### src/kfli_pkg.sv
`timescale 1ns / 1ps

package kfli_pkg;

	// Table geometry
	localparam int MAX_KEYFRAMES = 512;
	localparam int ADDR_W        = $clog2(MAX_KEYFRAMES);
	localparam int FC_W          = 10;
	localparam int NCH           = 5;
	localparam int ANGLE_W       = 10;
	localparam int ENTRY_W       = NCH * ANGLE_W;

	// Fixed-point pose and step count
	localparam int POSE_W        = 32;
	localparam int FRAC_W        = 16;
	localparam int STEPS_W       = 10;
	localparam int STEPS_RESET   = 100;

	// Serial arithmetic
	localparam int DVD_W         = ANGLE_W + FRAC_W;
	localparam int DIV_CYCLES    = DVD_W;
	localparam int DIGIT_W       = 4;
	localparam int ADD_CYCLES    = POSE_W / DIGIT_W;
	localparam int CNT_W         = $clog2(DIV_CYCLES);

	typedef enum logic [1:0] {
		ACT_SAVE = 2'd0,
		ACT_PLAY = 2'd1,
		ACT_TICK = 2'd2
	} action_t;

	typedef enum logic [3:0] {
		ST_IDLE,
		ST_EXEC,
		ST_RDA,
		ST_RDB,
		ST_LDB,
		ST_DIV,
		ST_LDINC,
		ST_ADD,
		ST_DONE
	} state_t;

	typedef struct packed {
		logic load_pose;
		logic load_inc;
		logic add_en;
		logic add_first;
	} pose_ctl_t;

	typedef struct packed {
		logic start;
		logic step;
	} div_ctl_t;

endpackage

### src/kfli_pose.sv
`timescale 1ns / 1ps

module kfli_pose
	import kfli_pkg::*;
(
	input  logic                clk,
	input  logic                arst_n,
	input  pose_ctl_t           ctl,
	input  logic [ANGLE_W-1:0]  angle,
	input  logic [POSE_W-1:0]   inc_in,
	output logic [POSE_W-1:0]   pose
);

	logic [POSE_W-1:0]  pose_q;
	logic [POSE_W-1:0]  inc_q;
	logic               carry_q;
	logic               cin;
	logic [DIGIT_W:0]   dsum;

	// One digit of the sum, carry cleared on the first digit
	assign cin  = ctl.add_first ? 1'b0 : carry_q;
	assign dsum = {1'b0, pose_q[DIGIT_W-1:0]} + {1'b0, inc_q[DIGIT_W-1:0]}
		+ {{DIGIT_W{1'b0}}, cin};

	// Rotate pose and increment a digit at a time; both realign after a full pass
	always_ff @(posedge clk or negedge arst_n) begin
		if (!arst_n) begin
			pose_q  <= '0;
			inc_q   <= '0;
			carry_q <= 1'b0;
		end else begin
			if (ctl.load_pose) begin
				pose_q <= {{(POSE_W-ANGLE_W-FRAC_W){angle[ANGLE_W-1]}}, angle,
					{FRAC_W{1'b0}}};
			end else if (ctl.add_en) begin
				pose_q <= {dsum[DIGIT_W-1:0], pose_q[POSE_W-1:DIGIT_W]};
			end
			if (ctl.load_inc) begin
				inc_q <= inc_in;
			end else if (ctl.add_en) begin
				inc_q <= {inc_q[DIGIT_W-1:0], inc_q[POSE_W-1:DIGIT_W]};
			end
			if (ctl.add_en) begin
				carry_q <= dsum[DIGIT_W];
			end
		end
	end

	assign pose = pose_q;

endmodule

### config.mk
export PLATFORM = sky130hd
export DESIGN_NAME = kfli_pose
export DESIGN_NICKNAME = d
export VERILOG_FILES = /design/src/kfli_pkg.sv /design/src/kfli_pose.sv
export SDC_FILE = /design/constraint.sdc
export NUM_CORES = 1
export LEC_CHECK = 0
export ABC_AREA = 1
export BUFFER_PORTS_ARGS = -buffer_cell sky130_fd_sc_hd__buf_2
export CAP_MARGIN = 0
export CELL_PAD_IN_SITES_DETAIL_PLACEMENT = 1
export CELL_PAD_IN_SITES_GLOBAL_PLACEMENT = 1
export CORE_MARGIN = 3
export CORE_UTILIZATION = 41
export DETAILED_ROUTE_END_ITERATION = 10
export PLACE_DENSITY_LB_ADDON = 0.15
export SLEW_MARGIN = 15
export SYNTH_ARGS = -nofsm -noshare
export SYNTH_HDL_FRONTEND = slang
export SYNTH_SLANG_ARGS = --single-unit
export TNS_END_PERCENT = 30
### constraint.sdc
create_clock -name clk -period 4.6 [get_ports clk]
set_input_delay 0.69 -clock clk [delete_from_list [all_inputs] [get_ports clk]]
set_output_delay 0.69 -clock clk [all_outputs]
set_load 0.05 [all_outputs]
== After elaboration in Yosys (flattened, before gate mapping) ==
Cells that the tools add are included.

* Register bits after elaboration: 65
* Latch bits: 0
* Bits in writable memories: 0
* Memory bits (read-only): 0
* Input port bits: 48
* Output and inout port bits: 32
* Word-level logic and storage cells: 12
* Memories kept: 0

* Add/subtract/negate cells: 2
* Multiply operators: 0
* Div/mod/pow operators: 0
* Magnitude comparators: 0
* Eq/ne operators: 0
* Shifts and indexed selects: 0
* Mux-type cells: 5
* Bitwise operators: 0
* Reductions and logical operators: 2

{| class="wikitable"
|+ Operators with widths
! kind !! count
|-
| 32-bit two-way mux || 4
|-
| 4-bit by 4-bit adder with 5-bit output || 1
|-
| 5-bit by 1-bit adder with 5-bit output || 1
|-
| 2-bit nonzero test || 2
|-
| 1-bit two-way mux || 1
|}

== Depth between registers and ports, before layout ==
* Depth after elaboration: 4
* Depth in mapped cells: 8
* Mapped depth without buffers: 8

== Least setup slack after synthesis ==
Ideal clock, no wire load.

* Kind: input -> register
* Start: input port ctl[0] in the netlist's numbering
* End: register pose_q[29] (netlist: pose[29])
* Library setup time: 90 ps
* Arrival time: 1754 ps
* Setup slack: 2755 ps
* Stages: 5
* Path buffers: 0
* Cells stage by stage: nor2_1 fa_1 inv_1 fa_1 o221ai_1

* Word-level cells in the longest chain between the ends: 4

{| class="wikitable"
|+ RTL lines
! item !! RTL line !! RTL
|-
| start: declaration || kfli_pose.sv:8 || <nowiki>input pose_ctl_t ctl,</nowiki>
|-
| 1-bit two-way mux || kfli_pose.sv:21 || <nowiki>assign cin = ctl.add_first ? 1'b0 : carry_q;</nowiki>
|-
| 5-bit by 1-bit adder with 5-bit output || kfli_pose.sv:23 || <nowiki>+ {{DIGIT_W{1'b0}}, cin};</nowiki>
|-
| 32-bit two-way mux || kfli_pose.sv:35 || <nowiki>end else if (ctl.add_en) begin</nowiki>
|-
| 32-bit two-way mux || kfli_pose.sv:32 || <nowiki>if (ctl.load_pose) begin</nowiki>
|-
| end signal: assignment || kfli_pose.sv:33 || <nowiki>pose_q <= {{(POSE_W-ANGLE_W-FRAC_W){angle[ANGLE_W-1]}}, angle,</nowiki>
|-
| end signal: assignment || kfli_pose.sv:36 || <nowiki>pose_q <= {dsum[DIGIT_W-1:0], pose_q[POSE_W-1:DIGIT_W]};</nowiki>
|-
| end: declaration || kfli_pose.sv:14 || <nowiki>logic [POSE_W-1:0] pose_q;</nowiki>
|}

Every way passes these cells. The select of a mux whose other input is x is not followed.
A chain may end at the register's enable or synchronous reset.

== Final worst setup path ==
* Start: input port ctl[1] in the netlist's numbering
* End: register pose_q[26] (netlist: pose[26])

* Word-level cells in the longest chain between the ends: 1

{| class="wikitable"
|+ RTL lines
! item
|-
| 2-bit nonzero test (no source line)
|}

Every way passes these cells.

==> flow_summary.toml <==
[logic_synthesis]
yosysWarningCount = 0
syn_inst = 330
synth-seq-cells = 65
syn-cell-area_mm2 = 0.00293
syn_nets = 383
synth_cell_types = 23
syn_area_per_cell_um2 = 8.87
synth-seq-area-share_pct = 55.6

[global_route]
grt_max_degree = 42
first_global_vias = 2722
grt_usage_pct = 19.9
antenna_found_initial = 0
grt_pass1_wl_mm = 13.3
overflow = 0

[final_layout]
area_growth_pct = 22.5
seqCellArea_mm2 = 0.00163
final_cell_mix = "79 x buf_2, 78 x nand2_1, 65 x dfrtp_1"
final_common_cell = "buf_2"
layout.nets = 458
fill_cells = 847
n_antenna_cell = 0
drive_gt1_share_pct = 26.6
multi_input_area_mm2 = 0.00109

[clock_network]
cts_sinks = 65
clock_path_buffers = 2
holdBufCountCts = 0
cts_resized = 0
htree_num_levels = 3
cts_buffers = 9
cts_setup_buffers = 0
cts_root_buf = "clkbuf_8"
clk_latency_ps = 340
clk_pin_slew_ps = 80
cts_tree = "done"

[route]
route.vias.total = 2601
dr.first_iter.drc_count = 66
ant_nets = 0
viasPerCell = 5.14
wl_per_cell_um = 15.3
route.detailed.drc = 0
wl_mm = 7.75
drtPass1Iterations = 4

[sta]
setup_tns_ps = 0
setup_slack_ps = 2550
rsz0062_at_grt = "false"
slew_headroom_pct = 48.4
fmax_ghz = 0.487
post-route-period-util_pct = 44.7
skew_ps = 12.2
fin_crit_ps = 2050
hold_viol = 0
slew_viol_final = 0
setup_violations = 0
worstMarginPinSlew_ps = 774

[floorplanning]
coreArea_mm2 = 0.00687
io_pins = 80
die-height_um = 90.5
dieArea_mm2 = 0.00819
placementRows = 30
die-width_um = 90.5
initial_utilization_pct = 42.6

[setup_path]
cp.depth = 5
worstSetupPathType = "primary input to register"
critical-path-slowest-cell = "nor2_1"
end_kind = "register"
timing.rr.end = "pose[29]$_DFFE_PN0P_"
slowest_delay_ps = 670
cp.arrival_ps = 2300
cp_top_family = "buffers and inverters"
worstPathRequired_ps = 4840
r2r_cells = 4
r2r_start = "inc_q[0]$_DFFE_PN0P_"
cp-start-kind = "primary input"
crit_chain = "buf_2, nor2_1, buf_4, inv_1, o21ai_0"
path_buf_inv = 3
cp_max_fo = 41
reg2reg_slack_ps = 2850

[placement]
routabilityCongestion = 0.794
post-place-ws_ps = 2180
post-dp-hpwl_mm = 5.49
portBuffers = 79

[power_and_ir_drop]
peakVddDrop_uv = 192
total_power_uw = 1440
p_leak_uw = 0.00181
power_density_mw_per_mm2 = 402

[run]
drv_cap = 0

[hold_path]
hp-class = "primary input to asynchronous set/reset pin"

[status]
outcome = "finished, final reports clean"
-- through the flow --
stage / hold WS [ps] / instance area (um2) / std cells / utilization (%)
2_1_floorplan: 394 / 2930 / 330 / -
3_3_place_gp: 468 / 3360 / 490 / 48.9
3_5_place_dp: 477 / 3360 / 490 / 48.9
4_1_cts: 408 / 3580 / 506 / 52.2
5_1_grt: 446 / 3580 / 506 / 52.2
6_report: 392 / 3580 / 506 / 52.2
-- flip-flops by register name, indices dropped and copies added (netlist names) --
register,count
pose,32
carry_q,1
inc_q,32
-- area by class of cell --
cell class | instances | share of cell area (%)
Clock buffer | 9 | 3.46
Inverter | 29 | 3.04
Tap cell | 96 | 3.35
Sequential cell | 65 | 45.4
Multi-Input combinational cell | 219 | 30.5
Clock inverter | 7 | 2.83
Timing Repair Buffer | 81 | 11.4
-- Yosys cell counts --
cell      number  area, um2
buf_6          1       11.3
inv_2          5       18.8
o21ai_1        2       10.0
or2_2          4       25.0
nor2_4         1       11.3
o21ai_0       30        150
dfrtp_1       65       1630
fa_1           2       40.0
a21oi_1        6       30.0
ha_1           3       37.5
o211ai_1      12       90.1
nand3_1       42        210
nand2_2        2       12.5
inv_1         24       90.1
o22ai_1       10       62.6
a22oi_1        2       15.0
o221ai_1       2       17.5
a31oi_1        1       6.26
buf_4          4       30.0
nor2_1        22       82.6
clkbuf_1       3       11.3
buf_2          9       45.0
nand2_1       78        293
-- worst max-delay path by stage --
stage	startpoint	to	slack (ps)
after global routing	ctl[1]	pose[26]$_DFFE_PN0P_	2320
after global placement	ctl[1]	pose[29]$_DFFE_PN0P_	2320
after detailed placement	ctl[1]	pose[29]$_DFFE_PN0P_	2180
after CTS	ctl[1]	pose[26]$_DFFE_PN0P_	2530
after floorplan	ctl[0]	pose[29]$_DFFE_PN0P_	2760
final	ctl[1]	pose[26]$_DFFE_PN0P_	2550
-- cell families after synthesis --
logic type	Yosys count	synth area share, %
flops	65	55.6
compound gates	65	13.0
fa+ha+maj	5	2.65
simple gates	149	21.7
buf+inv	46	7.05
-- per-layer routing --
| metal | vias up | global-route usage [%] | routed length (um) |
|---|---|---|---|
| met1 | 1271 | 25.5 | 3420 |
| met5 | - | 0 | 0 |
| li1 | 1245 | - | - |
| met3 | 10 | 3.83 | 403 |
| met2 | 75 | 33.5 | 3820 |
| met4 | 0 | 6.89 | 109 |
-- where the power goes --
part	internal [uW]	total, uW	switching [uW]
clock	310	553	243
combinational	68.0	236	168
sequential	621	653	31.7
total	999	1440	443
(Power assumes the default switching activity.)
