`config.mk`:
```
export PLATFORM = sky130hd
export DESIGN_NAME = kfli_div
export DESIGN_NICKNAME = d
export VERILOG_FILES = /design/src/kfli_pkg.sv /design/src/kfli_div.sv
export SDC_FILE = /design/constraint.sdc
export NUM_CORES = 1
export LEC_CHECK = 0
export ABC_AREA = 1
export BUFFER_PORTS_ARGS = -buffer_cell sky130_fd_sc_hd__buf_2
export CAP_MARGIN = 0
export CORE_UTILIZATION = 40
export DETAILED_ROUTE_END_ITERATION = 12
export MAX_ROUTING_LAYER = met4
export PLACE_DENSITY = 0.6
export RECOVER_POWER = 100
export SLEW_MARGIN = 10
export SYNTH_ARGS = -nofsm -noshare
export SYNTH_HDL_FRONTEND = slang
export SYNTH_SLANG_ARGS = --single-unit
```
`constraint.sdc`:
```
create_clock -name clk -period 1.8 [get_ports clk]
set_input_delay 0.18 -clock clk [delete_from_list [all_inputs] [get_ports clk]]
set_output_delay 0.18 -clock clk [all_outputs]
set_load 0.1 [all_outputs]
```
`src/kfli_pkg.sv`:
```
`timescale 1ns / 1ps

package kfli_pkg;

	// Table geometry
	localparam int MAX_KEYFRAMES = 512;
	localparam int ADDR_W        = $clog2(MAX_KEYFRAMES);
	localparam int FC_W          = 10;
	localparam int NCH           = 5;
	localparam int ANGLE_W       = 10;
	localparam int ENTRY_W       = NCH * ANGLE_W;

	// Fixed-point pose and step count
	localparam int POSE_W        = 32;
	localparam int FRAC_W        = 16;
	localparam int STEPS_W       = 10;
	localparam int STEPS_RESET   = 100;

	// Serial arithmetic
	localparam int DVD_W         = ANGLE_W + FRAC_W;
	localparam int DIV_CYCLES    = DVD_W;
	localparam int DIGIT_W       = 4;
	localparam int ADD_CYCLES    = POSE_W / DIGIT_W;
	localparam int CNT_W         = $clog2(DIV_CYCLES);

	typedef enum logic [1:0] {
		ACT_SAVE = 2'd0,
		ACT_PLAY = 2'd1,
		ACT_TICK = 2'd2
	} action_t;

	typedef enum logic [3:0] {
		ST_IDLE,
		ST_EXEC,
		ST_RDA,
		ST_RDB,
		ST_LDB,
		ST_DIV,
		ST_LDINC,
		ST_ADD,
		ST_DONE
	} state_t;

	typedef struct packed {
		logic load_pose;
		logic load_inc;
		logic add_en;
		logic add_first;
	} pose_ctl_t;

	typedef struct packed {
		logic start;
		logic step;
	} div_ctl_t;

endpackage

```
`src/kfli_div.sv`:
```
`timescale 1ns / 1ps

module kfli_div
	import kfli_pkg::*;
(
	input  logic                     clk,
	input  logic                     arst_n,
	input  div_ctl_t                 ctl,
	input  logic signed [ANGLE_W:0]  diff,
	input  logic [STEPS_W-1:0]       divisor,
	output logic [POSE_W-1:0]        quotient
);

	logic               neg_q;
	logic               zero_q;
	logic [STEPS_W-1:0] rem_q;
	logic [DVD_W-1:0]   dvd_q;
	logic [ANGLE_W:0]   mag;
	logic [STEPS_W:0]   trial;
	logic               fits;
	logic [POSE_W-1:0]  qmag;

	// Magnitude of the frame difference
	assign mag   = diff[ANGLE_W] ? (~diff + 1'b1) : diff;
	// Bring down one dividend bit beside the partial remainder
	assign trial = {rem_q, dvd_q[DVD_W-1]};
	assign fits  = (trial >= {1'b0, divisor});

	// Restoring division, one quotient bit per cycle
	always_ff @(posedge clk or negedge arst_n) begin
		if (!arst_n) begin
			neg_q  <= 1'b0;
			zero_q <= 1'b1;
		end else if (ctl.start) begin
			neg_q  <= diff[ANGLE_W];
			zero_q <= (divisor == '0);
		end
	end

	always_ff @(posedge clk) begin
		if (ctl.start) begin
			rem_q <= '0;
			dvd_q <= {mag[ANGLE_W-1:0], {FRAC_W{1'b0}}};
		end else if (ctl.step) begin
			rem_q <= fits ? STEPS_W'(trial - {1'b0, divisor}) : trial[STEPS_W-1:0];
			dvd_q <= {dvd_q[DVD_W-2:0], fits};
		end
	end

	// Apply the sign, truncating toward zero
	assign qmag     = {{(POSE_W-DVD_W){1'b0}}, dvd_q};
	assign quotient = zero_q ? '0 : (neg_q ? (~qmag + 1'b1) : qmag);

endmodule

```
Word level (Yosys, flattened, before mapping)
Cells that the tools add are included.

Register bits: 38. Bits of input ports: 25. Output and inout bits: 32. Word-level logic and storage cells: 19.

Order comparisons: 1. Add/subtract/negate cells: 3. Bitwise operators: 2. Muxes and demuxes: 6. Reductions and logical operators: 2.

Operators with widths (number): two-way mux 32 bit (2); two-way mux 26 bit (2); adder 32 x 1 -> 32 bit (second input constant) (1); inverter 26 -> 32 bit (1); two-way mux 10 bit (2); greater-or-equal comparator 11 x 10 -> 1 bit (1); adder 10 x 1 -> 10 bit (second input constant) (1); zero test 10 bit (1); inverter 10 bit (1); subtractor 10 bit (1); nonzero test 2 bit (1).

Depth between registers and ports, before layout
Depth after elaboration: 4. Mapped depth: 13. Mapped depth without buffers: 13.

Worst setup path after synthesis
No wires, ideal clock.

Path type: reg-to-output. Start: reg dvd_q[1]. End: out quotient[14]. Arrival time: 3.154 ns. Buffers on the path: 0. Required time: 1.620 ns. Stages on the path, launching flop included: 9. Setup slack: -1.534 ns. Path through: dfxtp_1 > inv_1 > ha_1 > nand3_1 > nor2_2 > nand3b_1 > inv_1 > nor3_1 > nor3_1.

Longest elaborated chain between the ends: 4.

RTL lines: from (decl) (RTL line kfli_div.sv:17) `logic [DVD_W-1:0] dvd_q;`; from (signal assigned) (RTL line kfli_div.sv:43) `dvd_q <= {mag[ANGLE_W-1:0], {FRAC_W{1'b0}}};`; from (signal assigned) (RTL line kfli_div.sv:46) `dvd_q <= {dvd_q[DVD_W-2:0], fits};`; inverter 26 -> 32 bit (RTL line kfli_div.sv:52) `assign quotient = zero_q ? '0 : (neg_q ? (~qmag + 1'b1) : qmag);`; adder 32 x 1 -> 32 bit (RTL line kfli_div.sv:52); two-way mux 32 bit (2 in series) (RTL line kfli_div.sv:52); to (decl) (RTL line kfli_div.sv:11) `output logic [POSE_W-1:0] quotient`.

Every way passes these cells.

Worst setup path in the final report
Start: reg dvd_q[19]. End: out quotient[29].

The elaborated chain is that of the path after synthesis.

==> impl_metrics.env <==
export IMPL_status="finished, violations left"
export IMPL_violations="negative setup slack"
export IMPL_gp_congestion=0.9356
export IMPL_crit_required_ns=1.62
export IMPL_wl_met2_um=5500
export IMPL_synth_edff_count=10
export IMPL_drc=0
export IMPL_h_tree_depth=2
export IMPL_synthTopCellsByArea="dfxtp_1 17%, nand2_1 17%, edfxtp_1 9.7%"
export IMPL_power_mw=4.147
export IMPL_powerDensity_nw_per_um2=787.5
export IMPL_die_area_um2=8114
export IMPL_power_frac_comb_pct=55.3
export IMPL_leakagePower_nw=2.488
export IMPL_synth_area_per_cell_um2=6.157
export IMPL_synthCells=504
export IMPL_top_layer="met4"
export IMPL_min_path_type="input pin to flop"
export IMPL_core_area_um2=7370
export IMPL_internal_power_mw=2.349
export IMPL_worst_r2r_setup_slack_ns=0.05
export IMPL_endpoint="quotient[29]"
export IMPL_synth_cell_type_count=33
export IMPL_max_cap_violations=0
export IMPL_cp_slowest_stage_delay_ns=0.42
export IMPL_cts_made_buffers=5
export IMPL_ys_async_sr_fraction_pct=5.263
export IMPL_gr_usage_all_layers_pct=25.10
export IMPL_wl_met1_um=4569
export IMPL_worstPathCellList="nor2_2, nand3_2, nor2_4, nand4_1, o21ai_1, buf_4, nor2_2, buf_12"
export IMPL_grt_pass1_wl_um=16010
export IMPL_switching_share_pct=43.37
export IMPL_diodes=0
export IMPL_regArea_um2=880.8
export IMPL_fill_cells=601
export IMPL_cts_sinks=38
export IMPL_worstReg2RegEnd="rem_q[3]$_SDFFE_PP0P_"
export IMPL_rows=31
export IMPL_synth_warnings=0
export IMPL_post_place_ws_ns=-0.03747
export IMPL_ys_seq_area_share_pct=28.10
export IMPL_slew_headroom_pct=44.23
export IMPL_clk_pin_slew_ns=0.08
export IMPL_grt_pass1_vias=3350
export IMPL_insertion_delay_ns=0.29
export IMPL_synth_top_area_share_pct=16.77
export IMPL_finalCritPeriodShare_pct=114.0
export IMPL_rr_startpoint="rem_q[1]$_SDFFE_PP0P_"
export IMPL_chipHeight_um=90.08
export IMPL_worst_pin_slew_ns=0.8315
export IMPL_routed_via_count=3807
export IMPL_place_detailed_hpwl_um=7623
export IMPL_viasPerCell=5.266
export IMPL_pwr_share_clk_pct=20.0
export IMPL_worstPathMaxFanout=3
export IMPL_yosys_cell_count_top_type="nand2_1"
export IMPL_arrival_ns=1.87
export IMPL_finalNetCount=661
export IMPL_startpoint="dvd_q[19]$_DFFE_PP_"
export IMPL_drive_gt1_share_pct=42.15
export IMPL_fin_skew_ns=0.009853
export IMPL_cp_end_kind="primary output"
export IMPL_yosysTopAreaCell="dfxtp_1"
export IMPL_critPathMostFrequentCell="nor2_2"
export IMPL_synth_common_cells="137 x nand2_1, 67 x inv_1, 63 x nor2_1"
export IMPL_start_util_pct=42.11
export IMPL_ios=57
export IMPL_io_buffer_count=56
export IMPL_ir_drop_uv=395.0
export IMPL_cp_slowest_cell="edfxtp_1"
export IMPL_fin_crit_ns=2.052
export IMPL_ant_nets=0
export IMPL_fin_ws_ns=-0.2520
export IMPL_worstRegToRegCells=10
export IMPL_syn2layout_area_growth_pct=69.72
export IMPL_grt_antenna_before_repair=0
export IMPL_synth_flop_cell="dfxtp_1"
export IMPL_max_freq_ghz=0.4873
export IMPL_seqPwrFrac_pct=24.7
export IMPL_cts_tree="built"
export IMPL_cts_root_buf="clkbuf_8"
export IMPL_finalHoldViolCount=0
export IMPL_cp_start_kind="flop"
export IMPL_finalSetupViolCount=29
export IMPL_multiInputGateArea_um2=2515
export IMPL_syn_num_nets=542
export IMPL_clockBufferDepth=2
export IMPL_grt_max_degree=30
export IMPL_wl_met3_um=521
export IMPL_p_switching_mw=1.799
export IMPL_critical_path_class="flop to primary output"
export IMPL_report_final_slew_viol_count=0
export IMPL_drt_first_pass_iters=5
export IMPL_ys_ff_latch=38
export IMPL_synthesis_area_um2=3103
export IMPL_drt_wl_total_um=10750
export IMPL_dr_first_iter_drc_count=183
export IMPL_die_width_um=90.08
export IMPL_grt_remaining_overflow=0
export IMPL_rsz0062_at_grt="true"
export IMPL_avgRoutedWirePerCell_um=14.87
==> state kept, by name, summed over array words and instances (netlist names) <==
signal  count
dvd_q      26
neg_q       1
rem_q      10
zero_q      1
==> cell usage in the layout (no fill, tap or decap), types with 7 or more instances in the layout <==
master      n
buf_12     33
nand2_2    18
nor2_1     18
nand3_1    30
nand3_2    11
o22ai_1    20
nand3b_1   14
o21ai_0    18
buf_4      58
inv_1      59
nand4_1     8
dfxtp_1    20
a21oi_4    10
nand2_1   118
buf_2      24
edfxtp_1   10
a21oi_1    18
nor3_1      7
nor2_2     22
nor2_4     24
buf_6      10
==> per-stage QoR <==
step	utilization (%)	hold slack [ns]	instances	setup TNS (ns)	instance area, um^2
after floorplan	-	-0.1156	504	-2.483	3372
after global placement	61.27	-0.02328	693	0	4516
after detailed placement	61.27	-0.02261	693	-0.09754	4516
after CTS	67.33	0.1065	712	-4.274	4962
after global routing	71.46	0.09855	723	-8.049	5266
final	71.46	0.1190	723	-5.195	5266
==> logic make-up after synthesis <==
group	Yosys count	share of synthesized area, %
AOI/OAI and AO/OA	81	14.23
xor gates and xnor gates	4	1.129
adders and majority gates	13	5.484
buffers and inverters	85	10.93
DFF	38	28.10
and+or+nand+nor	283	40.12
==> worst min-delay path by stage <==
stage	to	startpoint	slack (ns)	depth (start not counted)
2_1_floorplan	neg_q$_DFFE_PN0P_	arst_n	-0.12	0
3_3_place_gp	neg_q$_DFFE_PN0P_	arst_n	-0.02	1
3_5_place_dp	neg_q$_DFFE_PN0P_	arst_n	-0.02	1
4_1_cts	zero_q$_DFFE_PN1P_	divisor[4]	0.11	2
5_1_grt	zero_q$_DFFE_PN1P_	divisor[4]	0.1	2
6_report	zero_q$_DFFE_PN1P_	divisor[4]	0.12	2
==> layer usage <==
layer / track usage [%] / vias to the layer above
li1: - / 1892
met1: 32.17 / 1775
met2: 42.94 / 126
met3: 2.453 / 14
met4: 5.242 / 0
met5: - / -
==> power groups by stage <==
stage               logic [mW]  registers (mW)  clock network [mW]
floorplan                 1.39            1.01                   0
global placement          1.98            1.02                   0
detailed placement        2.00            1.02                   0
CTS                       2.14            1.01               0.834
global route              2.43            1.03               0.869
finish                    2.29            1.02               0.831
==> critical path, delay by kind of cell (launching register included) <==
family                 cells  cell delay, ns
flip-flops                 1            0.42
AO/OA/AOI/OAI              1            0.17
buffers and inverters      2            0.35
AND/OR/NAND/NOR            5            0.65
==> timing repair <==
| item | 4_1_cts | 5_1_grt |
|---|---|---|
| hold buffers | 1 | 0 |
| hold endpoints to repair | 2 | 0 |
| pin swaps | 19 | 36 |
| setup endpoints to repair | 33 | 42 |
| setup buffers | 10 | 12 |
| resized for setup | 74 | 61 |
==> cell type report <==
class | instances | share of cell area (%)
Inverter | 69 | 5.084
Clock buffer | 6 | 1.782
Clock inverter | 2 | 0.7365
Timing Repair Buffer | 128 | 25.56
Sequential cell | 38 | 16.73
Tap cell | 99 | 2.352
Multi-Input combinational cell | 381 | 47.75
No activity file was read; power rests on OpenSTA's default activity.
